<file path="src/sv/rhdm_pkg.sv">
// rhdm_pkg: shared types, constants and modular helpers for the
// rolling hash digit matcher. No dependencies.
`default_nettype none

package rhdm_pkg;

    localparam int POS_WIDTH = 32;   // text positions and window counts
    localparam int PAT_SLOTS = 16;   // nibbles in the pattern register
    localparam int NIB_W     = 4;
    localparam int LEN_W     = 5;
    localparam int HASH_W    = 7;    // holds any residue of a modulus up to 127
    localparam int CFG_W     = 64;
    localparam int CFG_IDX_W = 2;
    localparam int Q_DEPTH   = 4;    // front-to-back command queue

    localparam logic [POS_WIDTH-1:0] POS_MAX = '1;

    // configuration register indexes
    localparam logic [CFG_IDX_W-1:0] REG_PATTERN = 2'd0;
    localparam logic [CFG_IDX_W-1:0] REG_LENGTH  = 2'd1;

    typedef struct packed {
        logic [NIB_W-1:0] text_digit;
        logic             last_digit;
    } t_item;

    typedef struct packed {
        logic                 window_full;
        logic                 hash_equal;
        logic                 is_match;
        logic [POS_WIDTH-1:0] window_start;
        logic                 text_end;
        logic                 found_any;
        logic [POS_WIDTH-1:0] answer_index;
    } t_result;

    // classified digit, front to back
    typedef struct packed {
        logic [NIB_W-1:0]     digit;
        logic                 last;
        logic                 drop;    // oldest digit leaves the window
        logic                 full;    // a full window ends at this digit
        logic [POS_WIDTH-1:0] start;   // window start, zero when not full
        logic [POS_WIDTH-1:0] count;   // full windows so far, zero when not full
    } t_cmd;

    // settled configuration, config unit to front and back
    typedef struct packed {
        logic                                busy;
        logic [LEN_W-1:0]                    m;         // effective length
        logic [HASH_W-1:0]                   hp;        // pattern hash
        logic [PAT_SLOTS-1:0][HASH_W-1:0]    drop;      // (v * RADIX^(m-1)) mod M
        logic [PAT_SLOTS-1:0][NIB_W-1:0]     pat_rev;   // pattern aligned to window
        logic [PAT_SLOTS-1:0]                lane_mask; // window lanes in use
    } t_cfg_view;

    // (a + b) mod m for a, b < m
    function automatic logic [HASH_W-1:0] hash_add(input logic [HASH_W-1:0] a,
                                                    input logic [HASH_W-1:0] b,
                                                    input logic [HASH_W-1:0] modv);
        logic [HASH_W:0] s;
        s = {1'b0, a} + {1'b0, b};
        if (s >= {1'b0, modv}) begin
            s = s - {1'b0, modv};
        end
        return s[HASH_W-1:0];
    endfunction

    // (a - b) mod m for a, b < m
    function automatic logic [HASH_W-1:0] hash_sub(input logic [HASH_W-1:0] a,
                                                    input logic [HASH_W-1:0] b,
                                                    input logic [HASH_W-1:0] modv);
        logic [HASH_W:0] s;
        s = {1'b0, a} + {1'b0, modv} - {1'b0, b};
        if (s >= {1'b0, modv}) begin
            s = s - {1'b0, modv};
        end
        return s[HASH_W-1:0];
    endfunction

endpackage

`default_nettype wire

</file>
<file path="src/sv/rhdm_cfg.sv">
// rhdm_cfg: configuration registers and the sequencer that derives the
// pattern hash and the drop-term table. Depends on rhdm_pkg.
`default_nettype none

module rhdm_cfg #(
    parameter int MAX_PATTERN  = 16,
    parameter int HASH_MODULUS = 97,
    parameter int RADIX        = 10
) (
    input  wire logic                                 i_clk,
    input  wire logic                                 i_rst_n,
    input  wire logic                                 i_cfg_we,
    input  wire logic [rhdm_pkg::CFG_IDX_W-1:0]       i_cfg_index,
    input  wire logic [rhdm_pkg::CFG_W-1:0]           i_cfg_data,
    output rhdm_pkg::t_cfg_view                       o_view
);

    localparam int HW = rhdm_pkg::HASH_W;
    localparam int LW = rhdm_pkg::LEN_W;
    localparam int NW = rhdm_pkg::NIB_W;
    localparam int PS = rhdm_pkg::PAT_SLOTS;
    localparam logic [HW-1:0] MOD = HW'(HASH_MODULUS);
    localparam logic [LW-1:0] LEN_CAP = LW'(MAX_PATTERN);

    localparam logic [1:0] SEQ_IDLE = 2'd0;
    localparam logic [1:0] SEQ_HASH = 2'd1;
    localparam logic [1:0] SEQ_DROP = 2'd2;

    logic [HW-1:0] w_mul  [2**HW];
    logic [HW-1:0] w_dmod [2**NW];

    for (genvar k = 0; k < 2**HW; k++) begin : g_mul
        localparam int MV = ((k % HASH_MODULUS) * RADIX) % HASH_MODULUS;
        assign w_mul[k] = HW'(MV);
    end
    for (genvar k = 0; k < 2**NW; k++) begin : g_dmod
        localparam int DV = k % HASH_MODULUS;
        assign w_dmod[k] = HW'(DV);
    end

    logic [rhdm_pkg::CFG_W-1:0] r_pattern;
    logic [LW-1:0]              r_len;
    logic [1:0]                 r_state;
    logic [LW-1:0]              r_step;
    logic [HW-1:0]              r_hp;
    logic [HW-1:0]              r_dm;
    logic [HW-1:0]              r_acc;
    logic [PS-1:0][HW-1:0]      r_drop;

    logic [LW-1:0] w_m;
    logic [NW-1:0] w_nib;

    always_comb begin
        if (r_len == '0) begin
            w_m = LW'(1);
        end else if (r_len > LEN_CAP) begin
            w_m = LEN_CAP;
        end else begin
            w_m = r_len;
        end
        w_nib = r_pattern[r_step[NW-1:0]*NW +: NW];
    end

    always_ff @(posedge i_clk) begin
        if (!i_rst_n) begin
            r_pattern <= '0;
            r_len     <= LW'(1);
            r_state   <= SEQ_HASH;
            r_step    <= '0;
            r_hp      <= '0;
            r_dm      <= HW'(1);
        end else if (i_cfg_we) begin
            case (i_cfg_index)
                rhdm_pkg::REG_PATTERN: r_pattern <= i_cfg_data;
                rhdm_pkg::REG_LENGTH:  r_len     <= i_cfg_data[LW-1:0];
                default: ;
            endcase
            r_state <= SEQ_HASH;
            r_step  <= '0;
            r_hp    <= '0;
            r_dm    <= HW'(1);
        end else begin
            case (r_state)
                SEQ_HASH: begin
                    r_hp <= rhdm_pkg::hash_add(w_mul[r_hp], w_dmod[w_nib], MOD);
                    if (r_step != '0) begin
                        r_dm <= w_mul[r_dm];
                    end
                    if (r_step == w_m - LW'(1)) begin
                        r_state <= SEQ_DROP;
                        r_step  <= '0;
                    end else begin
                        r_step <= r_step + LW'(1);
                    end
                end
                SEQ_DROP: begin
                    if (r_step == LW'(PS - 1)) begin
                        r_state <= SEQ_IDLE;
                        r_step  <= '0;
                    end else begin
                        r_step <= r_step + LW'(1);
                    end
                end
                SEQ_IDLE: ;
                default: r_state <= SEQ_IDLE;
            endcase
        end
    end

    // drop table: entry v = v * dm mod M, built by accumulation
    always_ff @(posedge i_clk) begin
        if (r_state == SEQ_HASH) begin
            r_acc <= '0;
        end else if (r_state == SEQ_DROP) begin
            r_drop[r_step[NW-1:0]] <= r_acc;
            r_acc                  <= rhdm_pkg::hash_add(r_acc, r_dm, MOD);
        end
    end

    always_comb begin
        o_view.busy = (r_state != SEQ_IDLE);
        o_view.m    = w_m;
        o_view.hp   = r_hp;
        o_view.drop = r_drop;
        for (int i = 0; i < PS; i++) begin
            o_view.lane_mask[i] = (LW'(i) < w_m);
            o_view.pat_rev[i]   = '0;
            if (LW'(i) < w_m) begin
                o_view.pat_rev[i] = r_pattern[(NW'(w_m - LW'(1) - LW'(i)))*NW +: NW];
            end
        end
    end

endmodule

`default_nettype wire

</file>
<file path="src/sv/rhdm_front.sv">
// rhdm_front: input handshake and digit classification (position count,
// window fill, start and count). Depends on rhdm_pkg.
`default_nettype none

module rhdm_front (
    input  wire logic                i_clk,
    input  wire logic                i_rst_n,
    input  wire logic                i_valid,
    output logic                     o_ready,
    input  wire rhdm_pkg::t_item     i_item,
    input  wire rhdm_pkg::t_cfg_view i_view,
    input  wire logic                i_q_full,
    output logic                     o_push,
    output rhdm_pkg::t_cmd           o_cmd
);

    localparam int PW = rhdm_pkg::POS_WIDTH;

    logic [PW-1:0] r_seen;
    logic [PW-1:0] w_seen_next;
    logic [PW-1:0] w_m;

    always_comb begin
        o_ready     = !i_view.busy && !i_q_full;
        o_push      = i_valid && o_ready;
        w_m         = PW'(i_view.m);
        w_seen_next = (r_seen != rhdm_pkg::POS_MAX) ? r_seen + PW'(1) : r_seen;

        o_cmd.digit = i_item.text_digit;
        o_cmd.last  = i_item.last_digit;
        o_cmd.drop  = (r_seen >= w_m);
        o_cmd.full  = (w_seen_next >= w_m);
        o_cmd.start = '0;
        o_cmd.count = '0;
        if (o_cmd.full) begin
            o_cmd.start = w_seen_next - w_m;
            o_cmd.count = w_seen_next - w_m + PW'(1);
        end
    end

    always_ff @(posedge i_clk) begin
        if (!i_rst_n) begin
            r_seen <= '0;
        end else if (o_push) begin
            r_seen <= i_item.last_digit ? '0 : w_seen_next;
        end
    end

endmodule

`default_nettype wire

</file>
<file path="src/sv/rhdm_fifo.sv">
// rhdm_fifo: short command queue between front and back.
// Depends on rhdm_pkg.
`default_nettype none

module rhdm_fifo (
    input  wire logic            i_clk,
    input  wire logic            i_rst_n,
    input  wire logic            i_push,
    input  wire rhdm_pkg::t_cmd  i_cmd,
    output logic                 o_full,
    input  wire logic            i_pop,
    output rhdm_pkg::t_cmd       o_cmd,
    output logic                 o_empty
);

    localparam int DEPTH = rhdm_pkg::Q_DEPTH;
    localparam int AW    = $clog2(DEPTH);
    localparam int CW    = $clog2(DEPTH + 1);

    rhdm_pkg::t_cmd r_mem [DEPTH];
    logic [AW-1:0]  r_wr;
    logic [AW-1:0]  r_rd;
    logic [CW-1:0]  r_cnt;

    assign o_full  = (r_cnt == CW'(DEPTH));
    assign o_empty = (r_cnt == '0);
    assign o_cmd   = r_mem[r_rd];

    always_ff @(posedge i_clk) begin
        if (i_push) begin
            r_mem[r_wr] <= i_cmd;
        end
    end

    always_ff @(posedge i_clk) begin
        if (!i_rst_n) begin
            r_wr  <= '0;
            r_rd  <= '0;
            r_cnt <= '0;
        end else begin
            if (i_push) begin
                r_wr <= (r_wr == AW'(DEPTH - 1)) ? '0 : r_wr + AW'(1);
            end
            if (i_pop) begin
                r_rd <= (r_rd == AW'(DEPTH - 1)) ? '0 : r_rd + AW'(1);
            end
            case ({i_push, i_pop})
                2'b10:   r_cnt <= r_cnt + CW'(1);
                2'b01:   r_cnt <= r_cnt - CW'(1);
                default: r_cnt <= r_cnt;
            endcase
        end
    end

endmodule

`default_nettype wire

</file>
<file path="src/sv/rhdm_back.sv">
// rhdm_back: window store, rolling hash, digit confirm, first-match latch
// and the output register. Depends on rhdm_pkg.
`default_nettype none

module rhdm_back #(
    parameter int MAX_PATTERN  = 16,
    parameter int HASH_MODULUS = 97,
    parameter int RADIX        = 10
) (
    input  wire logic                i_clk,
    input  wire logic                i_rst_n,
    input  wire rhdm_pkg::t_cfg_view i_view,
    input  wire rhdm_pkg::t_cmd      i_cmd,
    input  wire logic                i_empty,
    output logic                     o_pop,
    output logic                     o_valid,
    input  wire logic                i_ready,
    output rhdm_pkg::t_result        o_result
);

    localparam int HW = rhdm_pkg::HASH_W;
    localparam int LW = rhdm_pkg::LEN_W;
    localparam int NW = rhdm_pkg::NIB_W;
    localparam int PW = rhdm_pkg::POS_WIDTH;
    localparam logic [HW-1:0] MOD = HW'(HASH_MODULUS);

    logic [HW-1:0] w_mul  [2**HW];
    logic [HW-1:0] w_dmod [2**NW];

    for (genvar k = 0; k < 2**HW; k++) begin : g_mul
        localparam int MV = ((k % HASH_MODULUS) * RADIX) % HASH_MODULUS;
        assign w_mul[k] = HW'(MV);
    end
    for (genvar k = 0; k < 2**NW; k++) begin : g_dmod
        localparam int DV = k % HASH_MODULUS;
        assign w_dmod[k] = HW'(DV);
    end

    logic [NW-1:0]      r_win [MAX_PATTERN];
    logic [HW-1:0]      r_hash;
    logic               r_found;
    logic [PW-1:0]      r_first;
    rhdm_pkg::t_result  r_out;
    logic               r_out_valid;

    logic [NW-1:0]      w_win [MAX_PATTERN];
    logic [NW-1:0]      w_old;
    logic [HW-1:0]      w_h1;
    logic [HW-1:0]      w_h2;
    logic               w_all_eq;
    logic               w_heq;
    logic               w_mat;
    logic               w_found;
    logic [PW-1:0]      w_first;
    rhdm_pkg::t_result  w_res;

    assign o_pop    = !i_empty && (!r_out_valid || i_ready);
    assign o_valid  = r_out_valid;
    assign o_result = r_out;

    always_comb begin
        // oldest digit of the previous window
        w_old = '0;
        for (int i = 0; i < MAX_PATTERN; i++) begin
            if (LW'(i) == i_view.m - LW'(1)) begin
                w_old = r_win[i];
            end
        end
        w_h1 = i_cmd.drop ? rhdm_pkg::hash_sub(r_hash, i_view.drop[w_old], MOD) : r_hash;
        w_h2 = rhdm_pkg::hash_add(w_mul[w_h1], w_dmod[i_cmd.digit], MOD);

        w_win[0] = i_cmd.digit;
        for (int i = 1; i < MAX_PATTERN; i++) begin
            w_win[i] = r_win[i-1];
        end

        w_all_eq = 1'b1;
        for (int i = 0; i < MAX_PATTERN; i++) begin
            if (i_view.lane_mask[i] && (w_win[i] != i_view.pat_rev[i])) begin
                w_all_eq = 1'b0;
            end
        end

        w_heq   = i_cmd.full && (w_h2 == i_view.hp);
        w_mat   = w_heq && w_all_eq;
        w_found = r_found || w_mat;
        w_first = r_found ? r_first : i_cmd.start;

        w_res.window_full  = i_cmd.full;
        w_res.hash_equal   = w_heq;
        w_res.is_match     = w_mat;
        w_res.window_start = i_cmd.start;
        w_res.text_end     = i_cmd.last;
        w_res.found_any    = w_found;
        w_res.answer_index = '0;
        if (i_cmd.last) begin
            w_res.answer_index = w_found ? w_first : i_cmd.count;
        end
    end

    always_ff @(posedge i_clk) begin
        if (o_pop) begin
            r_out <= w_res;
            for (int i = 0; i < MAX_PATTERN; i++) begin
                r_win[i] <= w_win[i];
            end
            if (w_mat && !r_found) begin
                r_first <= i_cmd.start;
            end
        end
    end

    always_ff @(posedge i_clk) begin
        if (!i_rst_n) begin
            r_hash      <= '0;
            r_found     <= 1'b0;
            r_out_valid <= 1'b0;
        end else begin
            if (o_pop) begin
                r_out_valid <= 1'b1;
                r_hash      <= i_cmd.last ? '0 : w_h2;
                r_found     <= i_cmd.last ? 1'b0 : w_found;
            end else if (i_ready) begin
                r_out_valid <= 1'b0;
            end
        end
    end

endmodule

`default_nettype wire

</file>
<file path="src/sv/rolling_hash_digit_matcher.sv">
// rolling_hash_digit_matcher: top level, config unit + front + queue + back.
// Depends on rhdm_pkg, rhdm_cfg, rhdm_front, rhdm_fifo, rhdm_back.
`default_nettype none

// Karp-Rabin matcher over a stream of decimal digits. Each transfer on the
// input carries one text digit; each produces exactly one result transfer
// with the window flags, the window start and, on the last digit of a text,
// the first match start (or the number of full windows if nothing matched),
// after which text state clears. Sustained rate is one digit per cycle while
// results are accepted and no recompute runs; each result passes through
// the command queue and the output register before valid rises. The front
// classifies digits (position count, window fill), a four-entry command
// queue decouples it from the back, which holds the window store, the
// rolling hash modulo HASH_MODULUS and the output register, so a stalled
// output does not stop input until the queue fills. After reset and after
// every config write, a sequencer precomputes the pattern hash and the
// table of drop terms, stepping through the m effective pattern digits and
// then all drop-table entries; input ready stays low until done. Config writes take
// effect at once and need no handshake; write only with no transfer in flight.
module rolling_hash_digit_matcher #(
    parameter int MAX_PATTERN  = 16,   // 1..16
    parameter int HASH_MODULUS = 97,   // 2..127
    parameter int RADIX        = 10    // 2..10
) (
    input  wire logic                             i_clk,
    input  wire logic                             i_rst_n,
    input  wire logic                             i_valid,
    output logic                                  o_ready,
    input  wire rhdm_pkg::t_item                  i_item,
    output logic                                  o_valid,
    input  wire logic                             i_ready,
    output rhdm_pkg::t_result                     o_result,
    input  wire logic                             i_cfg_we,
    input  wire logic [rhdm_pkg::CFG_IDX_W-1:0]   i_cfg_index,
    input  wire logic [rhdm_pkg::CFG_W-1:0]       i_cfg_data
);

    rhdm_pkg::t_cfg_view w_view;
    rhdm_pkg::t_cmd      w_push_cmd;
    rhdm_pkg::t_cmd      w_head_cmd;
    logic                w_push;
    logic                w_pop;
    logic                w_q_full;
    logic                w_q_empty;

    // pattern registers and derived hash terms
    rhdm_cfg #(
        .MAX_PATTERN  (MAX_PATTERN),
        .HASH_MODULUS (HASH_MODULUS),
        .RADIX        (RADIX)
    ) u_cfg (
        .i_clk       (i_clk),
        .i_rst_n     (i_rst_n),
        .i_cfg_we    (i_cfg_we),
        .i_cfg_index (i_cfg_index),
        .i_cfg_data  (i_cfg_data),
        .o_view      (w_view)
    );

    // input transfer and classification
    rhdm_front u_front (
        .i_clk    (i_clk),
        .i_rst_n  (i_rst_n),
        .i_valid  (i_valid),
        .o_ready  (o_ready),
        .i_item   (i_item),
        .i_view   (w_view),
        .i_q_full (w_q_full),
        .o_push   (w_push),
        .o_cmd    (w_push_cmd)
    );

    rhdm_fifo u_fifo (
        .i_clk   (i_clk),
        .i_rst_n (i_rst_n),
        .i_push  (w_push),
        .i_cmd   (w_push_cmd),
        .o_full  (w_q_full),
        .i_pop   (w_pop),
        .o_cmd   (w_head_cmd),
        .o_empty (w_q_empty)
    );

    // hash update, confirm, first-match latch, result register
    rhdm_back #(
        .MAX_PATTERN  (MAX_PATTERN),
        .HASH_MODULUS (HASH_MODULUS),
        .RADIX        (RADIX)
    ) u_back (
        .i_clk    (i_clk),
        .i_rst_n  (i_rst_n),
        .i_view   (w_view),
        .i_cmd    (w_head_cmd),
        .i_empty  (w_q_empty),
        .o_pop    (w_pop),
        .o_valid  (o_valid),
        .i_ready  (i_ready),
        .o_result (o_result)
    );

    // a confirmed match implies equal hashes and a latched first match
    a_match_flags: assert property (@(posedge i_clk) disable iff (!i_rst_n)
        (o_valid && o_result.is_match) |-> (o_result.hash_equal && o_result.found_any))
        else $error("match without hash equality or latch");

    // answer field only carries data at text end
    a_answer_at_end: assert property (@(posedge i_clk) disable iff (!i_rst_n)
        (o_valid && !o_result.text_end) |-> (o_result.answer_index == '0))
        else $error("answer outside text end");

    // no window: no start and no hash hit
    a_no_window: assert property (@(posedge i_clk) disable iff (!i_rst_n)
        (o_valid && !o_result.window_full)
            |-> (o_result.window_start == '0 && !o_result.hash_equal))
        else $error("window fields set without full window");

    // a config write blocks input while the hash terms are rebuilt
    a_cfg_blocks: assert property (@(posedge i_clk) disable iff (!i_rst_n)
        i_cfg_we |=> !o_ready)
        else $error("input accepted during recompute");

endmodule

`default_nettype wire
</file>
<file path="config.mk">
export PLATFORM = sky130hd
export DESIGN_NAME = rolling_hash_digit_matcher
export DESIGN_NICKNAME = d
export VERILOG_FILES = /design/src/sv/rhdm_pkg.sv /design/src/sv/rhdm_cfg.sv /design/src/sv/rhdm_front.sv /design/src/sv/rhdm_fifo.sv /design/src/sv/rhdm_back.sv /design/src/sv/rolling_hash_digit_matcher.sv
export SDC_FILE = /design/constraint.sdc
export NUM_CORES = 1
export LEC_CHECK = 0
export BUFFER_PORTS_ARGS = -buffer_cell sky130_fd_sc_hd__buf_2
export CAP_MARGIN = 20
export CORE_MARGIN = 3
export CORE_UTILIZATION = 50
export DETAILED_ROUTE_END_ITERATION = 8
export MAX_ROUTING_LAYER = met4
export PLACE_DENSITY = 0.63
export SETUP_SLACK_MARGIN = 0.5
export SLEW_MARGIN = 25
export SYNTH_ARGS = -nofsm -noshare
export SYNTH_HDL_FRONTEND = slang
export SYNTH_HIERARCHICAL = 1
export SYNTH_SLANG_ARGS = --single-unit
</file>
<file path="constraint.sdc">
create_clock -name i_clk -period 17.7 [get_ports i_clk]
set_input_delay 0 -clock i_clk [delete_from_list [all_inputs] [get_ports i_clk]]
set_output_delay 0 -clock i_clk [all_outputs]
set_load 0.05 [all_outputs]
</file>
* Word level (Yosys, flattened, before mapping)
Memories as Yosys holds them, arrays and structs flattened. A register that Yosys moved wholly into a read port is not among the register bits. Index checks and enable logic that the tools add are counted.
Storage, ports and cells: output and inout bits 71, memory bits (writable) 348, latch bits 0, memories 7, word-level logic and storage cells 316, memory bits (read-only) 2912, flip-flop bits (word level) 351
Cells by class: reductions and logical operators 47, divide/modulo/power cells 0, equal/unequal tests 45, add/subtract/negate cells 33, bitwise logic cells 8, magnitude comparators 30, multiply operators 0, multiplexer cells 92, shifts and indexed selects 17
Memories:
- (name not given) | words 128, bits a word 7, rd ports 1, clocked after memory_dff 0, wr ports 0, line rhdm_cfg.sv:85 | r_hp <= rhdm_pkg::hash_add(w_mul[r_hp], w_dmod[w_nib], MOD);
- (name not given) | words 128, bits a word 7, rd ports 1, clocked after memory_dff 1, wr ports 0, line rhdm_cfg.sv:87 | r_dm <= w_mul[r_dm];
- (name not given) | words 128, bits a word 7, rd ports 1, clocked after memory_dff 0, wr ports 0, line rhdm_back.sv:70 | w_h2 = rhdm_pkg::hash_add(w_mul[w_h1], w_dmod[i_cmd.digit], MOD);
- u_fifo.r_mem | words 4, bits a word 71, rd ports 1, clocked after memory_dff 1, wr ports 1, line rhdm_fifo.sv:20 | rhdm_pkg::t_cmd r_mem [DEPTH];
- (name not given) | words 16, bits a word 7, rd ports 1, clocked after memory_dff 0, wr ports 0, line rhdm_cfg.sv:85
- (name not given) | words 16, bits a word 7, rd ports 1, clocked after memory_dff 0, wr ports 0, line rhdm_back.sv:70
- +1 memories
Operators with widths (count):
- 64-bit by 7-bit indexed part select with 4-bit output | 17
- 32-bit two-way mux | 4
- 4-bit two-way mux | 32
- 112-bit bitwise mux | 1
- 7-bit two-way mux | 16
- 32-bit by 1-bit adder with 32-bit output, second input constant | 2
- 32-bit by 5-bit >= comparator with 1-bit output | 2
- 64-bit two-way mux | 1
- 4-bit != test | 16
- 4-bit by 5-bit == test with 1-bit output, first input constant | 8
- 4-bit by 5-bit < comparator with 1-bit output, first input constant | 8
- 8-bit by 7-bit >= comparator with 1-bit output, second input constant | 4
- 32-bit != test, second input constant | 1
- 32-bit by 5-bit subtractor with 32-bit output | 1
- 4-bit subtractor, second input constant | 8
- 7-bit binary-select mux with 4-bit select | 1
- 7-bit demux with 4-bit select | 1
- 7-bit subtractor, second input constant | 4
- 7-bit by 7-bit adder with 8-bit output | 3
- 7-bit inverter with 8-bit output | 3
- 1-bit logical AND | 23
- 1-bit two-way mux | 23
- 3-bit by 5-bit == test with 1-bit output, first input constant | 4
- 3-bit by 5-bit < comparator with 1-bit output, first input constant | 4
- 43 further kinds | 85

* Longest topological paths before layout
depth in word-level cells 39, mapped depth 59, gate-level depth less buffers 50

* By module
The synthesis kept the hierarchy.
By module, submodules not included:
- rhdm_cfg | seq. area each 5305.1 um^2, instances 1, cells an instance 1690, area each 14687.8 um^2
- rhdm_back | seq. area each 5134.9 um^2, instances 1, cells an instance 1180, area each 11975.2 um^2
- rhdm_fifo | seq. area each 8708.4 um^2, instances 1, cells an instance 418, area each 10785.3 um^2
- rhdm_front | seq. area each 640.6 um^2, instances 1, cells an instance 652, area each 4844.6 um^2

* Worst setup path before layout
Ideal clock, no wire load.
kind reg2reg, start register u_cfg.r_len[1], end register u_back.r_first[0] (enable), data required time 17.279 ns, stages on the path, launching flop included 54, period minus slack after synthesis 13.480 ns, setup slack 4.220 ns, data arrival time 13.059 ns, setup time 0.421 ns, cells stage by stage dfxtp_1 clkbuf_1 nand2b_1 inv_1 clkbuf_1 clkbuf_1 clkbuf_1 nor2b_1 nor2b_1 clkbuf_1 a221oi_1 a211oi_1 a21oi_1 nand4_1 o21ai_0 a31oi_1 buf_1 buf_1 [18 not listed] nand2_1 o21ai_0 a21oi_1 ha_1 fa_1 inv_1 ha_1 inv_1 or3_1 nor2_1 a21boi_0 and4_1 nor4_1 o22ai_1 or4b_1 buf_2 or3_1 nor2_1
RTL lines:
- start, declared | line rhdm_cfg.sv:42 | logic [LW-1:0] r_len;
- start signal, assigned | line rhdm_cfg.sv:75 | rhdm_pkg::REG_LENGTH: r_len <= i_cfg_data[LW-1:0];
- end signal, assigned | line rhdm_back.sv:108 | r_first <= i_cmd.start;
- end, declared | line rhdm_back.sv:42 | logic [PW-1:0] r_first;

==> results.md <==
* Result of the run: completed
* Area used by multi-input combinational logic at 20920 sq um
* Placed Instances at 5014
* H-tree level count at 3
* Grt total ovfl at 0
* Number of library cell types mapped by synthesis at 150
* Number of flops mapped to enable cells by yosys at ~560
* Worst-path cell with the longest stage delay: sky130_fd_sc_hd__or4b_1
* Static Leak at 16.93 nW
* Yosys top cell area share at 0.3983
* Routed length per placed instance at 22.92 microns
* Overall fraction of global-route tracks in use at 0.2746
* Remaining number of nets flagged by the antenna check after routing at 0
* Row Count at 106
* Top-level port count at between 100 and 150
* WS Path Type: register to register
* Starting utilization of the core area at 0.5054
* Synthesized cell area at 42290 sq um
* Non-filler instance count after layout at 5234
* Clock transition at the registers of the reported paths at 0.06 ns
* Power consumption at roughly 9.3 mW
* Buf+Inv Stages, Crit Path at 5
* Number of sinks handled by clock tree synthesis at 708
* Drc violations at 0
* Synthesis-stage register bit count at 708
* Worst voltage drop across the vdd grid at ~0.7 mV
* Cell type contributing the most total cell area after synthesis: sky130_fd_sc_hd__edfxtp_1
* Critical Path RT at 17.96 ns
* Final Max Tran Viols at 0
* RSZ-0062 raised after global routing: no
* Cell family with most CP delay: simple AND/OR/NAND/NOR gates
* Final period demand of the worst path at 15.14 ns
* Highest-count cells in the layout ignoring fill and taps: sky130_fd_sc_hd__nand2_1, sky130_fd_sc_hd__edfxtp_1, sky130_fd_sc_hd__mux2i_1
* Number of warnings printed during yosys synthesis at 6
* CTS Root Buffer Type: sky130_fd_sc_hd__clkbuf_16
* Core utilization of the finished layout at 0.5616
* First-pass GRT wire length at 184400 microns
* Classification of the worst-slack hold path: input pin to register
* Filler instances at between 7000 and 8000
* Maximum Capacitance Violations at 0
* Share of post-route cells with drive strength above 1 at 0.1418
* Die Ht at slightly below 300 microns
* Number of buffers between clock root and the deepest sink at 3
* Synth Net Count at slightly above 4000
* Headroom to the max-slew limit at 0.3254
* TritonCTS clock tree: built
* Highest clock rate at 66.05 MHz
* Vias in the first global route at a little over 30000
* Die ar. at 88110 sq um
* Half-perimeter wire length after detailed placement at around 84000 microns
* Detailed Route Iter0 Violations at between 2000 and 3000
* Share of flip-flops with an asynchronous set or reset at 0
* Sequential fraction of the synthesis area at 0.4679
* Clock insertion delay at the later pin of the skew report at 0.65 ns
* Total negative slack at 0 ns
* Arrival @ worst endpoint at 15.40 ns
* Flip-flop cell with the highest count after synthesis: sky130_fd_sc_hd__edfxtp_1
* Largest clock skew in the final design at 0.04050 ns
* Area used by sequential logic in the layout at between 15000 and 20000 sq um
* Setup bufs post-CTS at 0
* Maximum cell stage delay along the critical path at 1.08 ns
* Maximum number of pins on one net before global-route repair at 77
* Antenna violations before repair at 2
* IO Port Bufs at 146
* Via count at 31690
* Type of destination of the critical path: register
* Clock buffer count from CTS at 79
* Signed area change from the synthesized netlist to the final layout at 11.14%
* Final-report hold violation count at 0
* Length of the first detailed-routing pass in iterations at 6
* Pin slew with the least headroom to its limit at 1.012 ns
* Overall routed net length at between 100000 and 150000 microns
* Die width at 296.8 microns
* Power Dens Cells at 198.9 nW/um^2
* Cells after Synth at 3940
* Largest cells by area after synthesis: sky130_fd_sc_hd__edfxtp_1, sky130_fd_sc_hd__dfxtp_1, sky130_fd_sc_hd__mux2i_1, sky130_fd_sc_hd__mux4_2, sky130_fd_sc_hd__nand2_1
* GP Congestion at 0.9594
* Period Utilization, post-route at 0.8554
* Core region area at 83690 sq um
* Maximum fanout along the worst path at 35
* Nets@finish at 4221
* Mean area per synthesized cell at about 11 sq um
* Final setup fails at 0
* Vias per std cell at 6.055
* Kind of start point of the critical path: register
## state kept, by name (all words and copies together), names as in the netlist, named ones only
signal and flops:
u_back/r_hash 7, u_fifo/r_wr 2, u_cfg/o_view 112, u_cfg/r_step 5, u_cfg/r_hp 7, u_back/r_first 32
u_back/r_win 64, u_cfg/r_acc 7, u_cfg/r_pattern 64, u_cfg/r_dm 7, u_fifo/r_mem 284, u_back/r_found 1
u_fifo/r_rd 2, u_front/r_seen 32, u_cfg/r_len 5, u_cfg/r_state 2, u_back/o_result 69, u_back/o_valid 1
u_fifo/r_cnt 3
## cell usage after synthesis (60+ instances only)
library cell / instances
sky130_fd_sc_hd__nor4_1: 60
sky130_fd_sc_hd__nand2_1: 561
sky130_fd_sc_hd__mux2i_1: 249
sky130_fd_sc_hd__xor2_1: 106
sky130_fd_sc_hd__clkbuf_1: 146
sky130_fd_sc_hd__inv_1: 81
sky130_fd_sc_hd__o21ai_0: 198
sky130_fd_sc_hd__mux4_2: 98
sky130_fd_sc_hd__edfxtp_1: 561
sky130_fd_sc_hd__a21boi_0: 82
sky130_fd_sc_hd__and2_1: 60
sky130_fd_sc_hd__nor2_1: 188
sky130_fd_sc_hd__dfxtp_1: 147
sky130_fd_sc_hd__xnor2_1: 85
sky130_fd_sc_hd__a21oi_1: 196
sky130_fd_sc_hd__nand3_1: 74
sky130_fd_sc_hd__ha_1: 105
sky130_fd_sc_hd__and3_1: 93
## kinds of logic after synthesis
logic type / share of synthesized area
compound gates: 0.1398
xor+xnor: 0.04242
fa+ha+maj: 0.03390
buf+inv: 0.04032
flops: 0.4679
mux: 0.1177
other cells: 0.00008867
simple gates: 0.1579
## worst min-delay path: cells and delay by family
kind | cells | cell delay [ns]
compound gates | 1 | 0.06
simple gates | 2 | 0.19
buf+inv | 2 | 0.42
## metrics by stage
stage	worst slack [ns]	instance area (sq um)	hold WS, ns
after floorplan	4.220	42290	0.1177
after detailed placement	2.827	43660	0.2282
after global placement	2.705	43620	0.2206
after global routing	1.533	47000	0.1417
after CTS	2.794	46980	0.08645
final	2.560	47000	0.1201
## area by class of cell
| cell class | instances | share of cell area |
|---|---|---|
| timing repair buffer | 278 | 0.04107 |
| clock buffer | 95 | 0.04445 |
| antenna | 4 | 0.0002130 |
| tap | 1134 | 0.03019 |
| inverter | 91 | 0.007374 |
| sequential | 708 | 0.4212 |
| clock inverter | 48 | 0.01054 |
| multi-input combinational | 2876 | 0.4450 |
## path summary, 6_finish.rpt
check | depth (start not counted) | slack (ns) | startpoint | endpoint
max reg2reg | 45 | 2.56 | u_cfg/r_len[2] | u_back/r_first[25]
max | 45 | 2.56 | u_cfg/r_len[2] | u_back/r_first[25]
min reg2reg | 2 | 0.47 | u_cfg/r_state[0] | u_cfg/r_state[0]
min | 5 | 0.12 | i_cfg_index[0] | u_cfg/r_pattern[29]
## power breakdown
part | internal [mW] | switching [mW] | leakage, nW
clock | 0.904 | 0.697 | 1.23
sequential | 2.13 | 0.182 | 6.26
combinational | 1.70 | 3.74 | 9.44
total | 4.73 | 4.62 | 16.9
## layer usage
metal,global-route usage,up-vias,part of all wire
li1,-,14920,-
met1,0.3619,15480,0.42
met2,0.4381,1085,0.48
met3,0.04305,215,0.065
met4,0.08678,0,0.032
met5,-,-,0
## repair_timing
| item | CTS | global route |
|---|---|---|
| hold buffers | 73 | 0 |
| endpoints found under the hold margin | 116 | 0 |
| resized for setup | 0 | 0 |
(Power assumes the default switching activity.)
